===== config.mk =====
export PLATFORM = sky130hd
export DESIGN_NAME = async_hdlc_frame_decoder_core
export DESIGN_NICKNAME = d
export VERILOG_FILES = /design/src/hdl/ahdlc_pkg.sv /design/src/hdl/ahdlc_step.sv /design/src/hdl/async_hdlc_frame_decoder_core.sv
export SDC_FILE = /design/constraint.sdc
export NUM_CORES = 1
export LEC_CHECK = 0
export BUFFER_PORTS_ARGS = -buffer_cell sky130_fd_sc_hd__buf_2
export CAP_MARGIN = 25
export CORE_UTILIZATION = 58
export DETAILED_ROUTE_END_ITERATION = 16
export GPL_TIMING_DRIVEN = 0
export PLACE_DENSITY_LB_ADDON = 0.08
export SYNTH_ARGS = -nofsm -noshare
export SYNTH_HDL_FRONTEND = slang
export SYNTH_HIERARCHICAL = 1
export SYNTH_SLANG_ARGS = --single-unit

===== constraint.sdc =====
create_clock -name i_clk -period 3.6 [get_ports i_clk]
set_input_delay 0.72 -clock i_clk [delete_from_list [all_inputs] [get_ports i_clk]]
set_output_delay 0.72 -clock i_clk [all_outputs]
set_load 0.02 [all_outputs]

===== src/hdl/ahdlc_pkg.sv =====
// Package for the asynchronous HDLC frame decoder.
// Holds the framing constants, status codes, shared structs and the FCS-16 byte update.
// No dependencies.
`default_nettype none

package ahdlc_pkg;

    localparam logic [7:0]  FLAG_BYTE        = 8'h7E;
    localparam logic [7:0]  ESC_BYTE         = 8'h7D;
    localparam logic [7:0]  ESC_MASK         = 8'h20;
    localparam logic [15:0] FCS_INIT         = 16'hFFFF;
    localparam logic [15:0] FCS_GOOD         = 16'hF0B8;
    localparam logic [15:0] FCS_POLY         = 16'h8408;
    localparam logic [15:0] FCS_BYTES        = 16'd2;
    localparam logic [15:0] BUFFER_SIZE_RST  = 16'd4096;

    typedef enum logic [2:0] {
        ST_NONE        = 3'd0,
        ST_GOOD        = 3'd1,
        ST_FCS_ERR     = 3'd2,
        ST_ESC_DISCARD = 3'd3,
        ST_BUF_FULL    = 3'd4
    } t_status;

    typedef struct packed {
        logic        hunting;
        logic        esc_pending;
        logic [15:0] byte_count;
        logic [15:0] fcs;
    } t_frame_state;

    typedef struct packed {
        t_status     status;
        logic        data_valid;
        logic [7:0]  data_byte;
        logic [15:0] data_index;
        logic [15:0] info_len;
    } t_result;

    // Reflected CRC-16 update over one byte, least significant bit first.
    function automatic logic [15:0] fcs_update(input logic [15:0] fcs, input logic [7:0] b);
        logic [15:0] v;
        v = fcs ^ {8'h00, b};
        for (int i = 0; i < 8; i++) begin
            v = v[0] ? ((v >> 1) ^ FCS_POLY) : (v >> 1);
        end
        return v;
    endfunction

endpackage

`default_nettype wire


===== src/hdl/ahdlc_step.sv =====
// Combinational step logic of the HDLC frame decoder: one raw byte against the frame state.
// Produces the next frame state and the result item. Depends on ahdlc_pkg.
`default_nettype none

module ahdlc_step import ahdlc_pkg::*; (
    input  wire logic [7:0]   i_byte,
    input  wire logic [15:0]  i_buffer_size,
    input  wire t_frame_state i_state,
    output t_frame_state      o_state,
    output t_result           o_result
);

    logic       w_is_flag;
    logic       w_is_esc;
    logic       w_esc_ok;
    logic [7:0] w_data;

    assign w_is_flag = (i_byte == FLAG_BYTE);
    assign w_is_esc  = (i_byte == ESC_BYTE);
    // Only stuffed flag and stuffed escape are legal after an escape.
    assign w_esc_ok  = (i_byte == (FLAG_BYTE ^ ESC_MASK)) || (i_byte == (ESC_BYTE ^ ESC_MASK));
    assign w_data    = i_state.esc_pending ? (i_byte ^ ESC_MASK) : i_byte;

    always_comb begin
        o_state  = i_state;
        o_result = '{status: ST_NONE, data_valid: 1'b0, data_byte: 8'h00,
                     data_index: 16'h0000, info_len: 16'h0000};
        priority if (i_state.hunting && !w_is_flag) begin
            o_state.byte_count = '0;
            o_state.fcs        = FCS_INIT;
        end else if (w_is_flag) begin
            o_state.hunting = 1'b0;
            if (i_state.byte_count > FCS_BYTES) begin
                if (i_state.fcs == FCS_GOOD) begin
                    o_result.status   = ST_GOOD;
                    o_result.info_len = i_state.byte_count - FCS_BYTES;
                end else begin
                    o_result.status = ST_FCS_ERR;
                end
            end
            o_state.byte_count = '0;
            o_state.fcs        = FCS_INIT;
        end else if (w_is_esc) begin
            if (!i_state.esc_pending) begin
                o_state.esc_pending = 1'b1;
            end else begin
                o_state.esc_pending = 1'b0;
                o_state.hunting     = 1'b1;
                o_state.byte_count  = '0;
                o_state.fcs         = FCS_INIT;
                o_result.status     = ST_ESC_DISCARD;
            end
        end else if (i_state.byte_count >= i_buffer_size) begin
            // The pending escape survives an overflow on purpose.
            o_state.hunting    = 1'b1;
            o_state.byte_count = '0;
            o_state.fcs        = FCS_INIT;
            o_result.status    = ST_BUF_FULL;
        end else if (i_state.esc_pending && !w_esc_ok) begin
            o_state.esc_pending = 1'b0;
            o_state.hunting     = 1'b1;
            o_state.byte_count  = '0;
            o_state.fcs         = FCS_INIT;
            o_result.status     = ST_ESC_DISCARD;
        end else begin
            o_state.esc_pending = 1'b0;
            o_state.byte_count  = i_state.byte_count + 16'd1;
            o_state.fcs         = fcs_update(i_state.fcs, w_data);
            o_result.data_valid = 1'b1;
            o_result.data_byte  = w_data;
            o_result.data_index = i_state.byte_count;
        end
    end

endmodule

`default_nettype wire


===== src/hdl/async_hdlc_frame_decoder_core.sv =====
// An accepted item is held in the input register; its result item is loaded into the output
// register when that is free. Throughput: one item per cycle while results are taken.
// The running FCS update and escape logic sit in one stage.
// Reset (synchronous, active low): hunting for a flag, no escape pending, byte count zero,
// FCS 0xFFFF, buffer size 4096, both pipeline registers empty.
// Top level of the async HDLC deframer; depends on ahdlc_pkg and ahdlc_step.
`default_nettype none

module async_hdlc_frame_decoder_core import ahdlc_pkg::*; (
    input  wire logic        i_clk,
    input  wire logic        i_rst_n,
    // Configuration write channel: buffer size in bytes, FCS included.
    input  wire logic        i_cfg_valid,
    output logic             o_cfg_ready,
    input  wire logic [15:0] i_cfg_data,
    // Raw line byte input.
    input  wire logic        i_in_valid,
    output logic             o_in_ready,
    input  wire logic [7:0]  i_rx_byte,
    // Result item output.
    output logic             o_out_valid,
    input  wire logic        i_out_ready,
    output logic [2:0]       o_status,
    output logic             o_data_valid,
    output logic [7:0]       o_data_byte,
    output logic [15:0]      o_data_index,
    output logic [15:0]      o_info_len
);

    // The buffer size register. The user must make writes only while the block is idle; the block
    // does not enforce this, and the port is always ready.
    logic [15:0]  r_buffer_size;

    // Input register holding one raw byte until the step logic consumes it.
    logic         r_in_valid;
    logic [7:0]   r_in_byte;

    // Frame state carried from one byte to the next.
    t_frame_state r_state;
    t_frame_state n_state;

    // Output register holding one result item until it is taken.
    logic         r_out_valid;
    t_result      r_result;
    t_result      n_result;

    // The held byte is processed whenever the output register is free or is
    // being emptied in this same cycle; a new item enters every cycle while results are taken.
    logic         w_process;

    assign w_process   = r_in_valid && (!r_out_valid || i_out_ready);
    assign o_in_ready  = !r_in_valid || w_process;
    assign o_cfg_ready = 1'b1;

    ahdlc_step u_step (
        .i_byte        (r_in_byte),
        .i_buffer_size (r_buffer_size),
        .i_state       (r_state),
        .o_state       (n_state),
        .o_result      (n_result)
    );

    always_ff @(posedge i_clk) begin
        if (!i_rst_n) begin
            r_buffer_size <= BUFFER_SIZE_RST;
        end else if (i_cfg_valid && o_cfg_ready) begin
            r_buffer_size <= i_cfg_data;
        end
    end

    always_ff @(posedge i_clk) begin
        if (!i_rst_n) begin
            r_in_valid <= 1'b0;
        end else if (o_in_ready) begin
            r_in_valid <= i_in_valid;
        end
    end

    always_ff @(posedge i_clk) begin
        if (i_in_valid && o_in_ready) begin
            r_in_byte <= i_rx_byte;
        end
    end

    // Frame state only advances when a byte is actually processed, so stalls on the
    // output side leave it untouched.
    always_ff @(posedge i_clk) begin
        if (!i_rst_n) begin
            r_state <= '{hunting: 1'b1, esc_pending: 1'b0, byte_count: 16'h0000,
                         fcs: FCS_INIT};
        end else if (w_process) begin
            r_state <= n_state;
        end
    end

    always_ff @(posedge i_clk) begin
        if (!i_rst_n) begin
            r_out_valid <= 1'b0;
        end else if (w_process) begin
            r_out_valid <= 1'b1;
        end else if (i_out_ready) begin
            r_out_valid <= 1'b0;
        end
    end

    always_ff @(posedge i_clk) begin
        if (w_process) begin
            r_result <= n_result;
        end
    end

    assign o_out_valid  = r_out_valid;
    assign o_status     = r_result.status;
    assign o_data_valid = r_result.data_valid;
    assign o_data_byte  = r_result.data_byte;
    assign o_data_index = r_result.data_index;
    assign o_info_len   = r_result.info_len;

`ifndef SYNTHESIS
    // A discard of either kind must leave the frame state back in hunt with nothing stored.
    a_discard_hunts: assert property (@(posedge i_clk) disable iff (!i_rst_n)
        w_process && (n_result.status == ST_ESC_DISCARD || n_result.status == ST_BUF_FULL)
        |=> r_state.hunting && (r_state.byte_count == 16'h0000) && (r_state.fcs == FCS_INIT))
        else $error("discard did not return the frame state to hunt");

    // Every stored byte advances the byte count by exactly one.
    a_count_advances: assert property (@(posedge i_clk) disable iff (!i_rst_n)
        w_process && n_result.data_valid
        |=> r_state.byte_count == 16'($past(r_state.byte_count) + 16'd1))
        else $error("byte count did not follow a stored byte");

    // A stored byte never lands beyond the configured buffer.
    a_index_in_buffer: assert property (@(posedge i_clk) disable iff (!i_rst_n)
        o_out_valid && o_data_valid |-> o_data_index < r_buffer_size)
        else $error("stored byte index beyond buffer size");

    // Data and frame completion are never reported in the same result item.
    a_data_excl_status: assert property (@(posedge i_clk) disable iff (!i_rst_n)
        o_out_valid && o_data_valid |-> o_status == ST_NONE)
        else $error("stored byte reported together with a frame status");
`endif

endmodule

`default_nettype wire


==> qor.yml <==
slowest_stage: "dfxtp_1"
initialDrtViolationCount: 323
seqCellArea_um2: 2603
synthMuxAreaShare_pct: 6.249
dp_cells: 778
clockPowerShare_pct: 32.2
multi_input_comb_area_um2: 2625
power_density_nw_per_um2: 378.8
synth_edf_count: 52
drive_above_1_share_pct: 18.65
worst_slew_pin_slew_ps: 1079
drc: 0
synthTopCellsByCount: "dfxtp_1, edfxtp_1, nand2_1"
grt_busiest_layer: "met2"
yosysTopAreaCell: "edfxtp_1"
ys.flop_type: "edfxtp_1"
setup_viol: 0
power.switching_w: 0.0006496
p_leak_nw: 2.623
synth-simple-area-share_pct: 17.65
syn_area_per_cell_um2: 9.717
seq_area_frac_synth_pct: 46.42
worstPathRequired_ps: 3900
fin_crit_ps: 3156
synth_top_family_by_area: "simple AND/OR/NAND/NOR gates"
start_util_pct: 60.39
fillers: 792
maxCapViolations: 0
n_antenna_cell: 0
p_int_w: 0.001752
ff2ff_setup_slack_ps: 440
clockRootBuffer: "clkbuf_8"
ios: 76
synthXorXnorAreaFrac_pct: 5.468
post-dp-hpwl_um: 9004
clock_sinks: 104
rows: 35
p_seq_share_pct: 55.0
use_met3_pct: 3.273
synthToLayoutAreaGrowth_pct: 13.08
nets: 709
synthTopCellsByArea: "edfxtp_1, dfxtp_1, mux2i_1"
path_clk_slew_ps: 100
clkLatencyLatePin_ps: 370
dieWidth_um: 100.3
finClkSkew_ps: 11.28
grtUsageMet1_pct: 35.96
gp_congestion: 0.9226
grt.met2_usage_pct: 40.83
ir_drop_v: 0.0002107
grt.total_usage_pct: 25.60
critPathMaxFanout: 10
min_period_over_period_pct: 87.67
post_cts_buffers: 0
postRouteAntennaNets: 0
synth_top_area_share_pct: 27.85
finalWirelength_um: 12370
crit_path_cell_trace: "inv_1, ha_1, nand2b_4, a2111o_1, a31oi_1, or3b_1, buf_6, inv_2, buf_4, a21oi_1, o21ai_1, nand2_1, mux2i_1"
cp-start-kind: "flip-flop"
vias_per_cell: 5.554
grt_overflow: 0
post_cts_resize_count: 0
cts_tree: "done"
finalSetupTns_ps: 0
syn-cell-area_um2: 5607
swShare_pct: 27.05
synth_cell_types: 58
grt_pass1_wl_um: 20090
port_buffers: 72
die_area_um2: 10060
ys_seq_elements: 104
grt_pass1_vias: 4159
crit_arrival_ps: 3450
maxSlewHeadroom_pct: 27.52
maxSlewViolCount: 0
hold_path_class: "reg2reg"
synthesis.instances: 577
coreArea_um2: 9284
synth_nets: 626
cts-htree-levels: 3
antenna_found_initial: 0
grt_setup_unrepaired: "no"
cp_top_family: "compound AO/OA/AOI/OAI gates"
synthAdderAreaFrac_pct: 4.463
dr_total_vias: 4410
cts_hold_buf: 0
instances_no_fill: 794
hold_viol: 0
slowest_delay_ps: 460
die_h_um: 100.3
crit_type: "reg2reg"
max_freq_mhz: 316.9
grt_max_degree: 54
synth_compound_area_share_pct: 12.92
p_comb_share_pct: 12.8
yosys_warnings: 6
status: "finished, final reports clean"
cts_made_buffers: 9
async_flop_share_pct: 0
crit_path_end_kind: "flip-flop"
wl_per_cell_um: 15.57
cts_buffer_depth: 2
first_pass_iters: 6
crit_buf_inv: 4
-- state kept, by name (all words and copies together) (netlist names) --
signal         flops
r_state           34
o_data_index      16
o_info_len        16
r_buffer_size     16
o_data_byte        8
r_in_byte          8
o_status           3
o_data_valid       1
o_out_valid        1
r_in_valid         1
-- logic make-up after synthesis --
family	after synthesis
multiplexers	35
AND/OR/NAND/NOR	192
flip-flops	104
XOR/XNOR	35
adder cells (fa/ha/maj)	20
AO/OA/AOI/OAI	109
other	1
buffers and inverters	81
-- routing by layer --
| layer | part of all wire [%] | vias up | wire length, um |
|---|---|---|---|
| met5 | 0 | - | 0 |
| met1 | 48 | 2044 | 5886 |
| met2 | 45 | 160 | 5552 |
| met4 | 1.7 | 0 | 210 |
| met3 | 5.8 | 19 | 718 |
| li1 | - | 2187 | - |
-- stage by stage --
step,area [um2],worst slack [ps],hold WS [ps],utilization [%],power [W]
finish,6340,444.0,476.6,68.29,0.002402
global route,6340,235.1,503.0,68.29,0.002488
CTS,6340,511.2,478.7,68.29,0.002408
detailed placement,6128,543.1,464.4,66.01,0.001651
global placement,6128,598.4,447.8,66.01,0.001644
floorplan,5607,903.1,433.5,-,0.001566
-- worst register-to-register path, cell delays in order, from the launching register on --
cell	delay (ps)
dfxtp_1	460
inv_1	180
ha_1	300
nand2b_4	140
a2111o_1	400
a31oi_1	200
or3b_1	380
buf_6	150
inv_2	130
buf_4	220
a21oi_1	100
o21ai_1	210
nand2_1	70
mux2i_1	140
-- power groups by stage --
| stage | combinational [W] | clock [W] | sequential, W |
|---|---|---|---|
| final | 0.000308 | 0.000774 | 0.00132 |
| after global routing | 0.000335 | 0.000826 | 0.00133 |
| after CTS | 0.000305 | 0.000782 | 0.00132 |
| after detailed placement | 0.000303 | 0 | 0.00135 |
| after global placement | 0.000299 | 0 | 0.00135 |
| after floorplan | 0.000206 | 0 | 0.00136 |
-- layout by cell type (no fill, tap or decap), types with 28 or more instances in the layout --
cell type	instances
buf_2	82
nand2_1	52
edfxtp_1	52
dfxtp_1	52
nor2_1	48
inv_1	45
mux2i_1	35
o21ai_0	32
a21oi_1	28
xnor2_1	28
-- layout make-up --
class,instances,share of cell area (%)
buffer,34,3.197
clock buffer,9,1.954
clock inverter,7,1.381
inverter,47,2.783
multi-input combinational,392,41.41
sequential,104,41.05
tap,129,2.546
timing repair buffer,72,5.684
-- path summary, 6_finish.rpt --
path                       startpoint                  endpoint  cells after the start
max          r_state[16]$_SDFFE_PN0P_  r_state[24]$_SDFFE_PN0P_                     13
min          r_state[32]$_SDFFE_PN0P_  r_state[32]$_SDFFE_PN0P_                      2
min reg2reg  r_state[32]$_SDFFE_PN0P_  r_state[32]$_SDFFE_PN0P_                      2
max reg2reg  r_state[16]$_SDFFE_PN0P_  r_state[24]$_SDFFE_PN0P_                     13
Power figures use the tool's default switching activity.
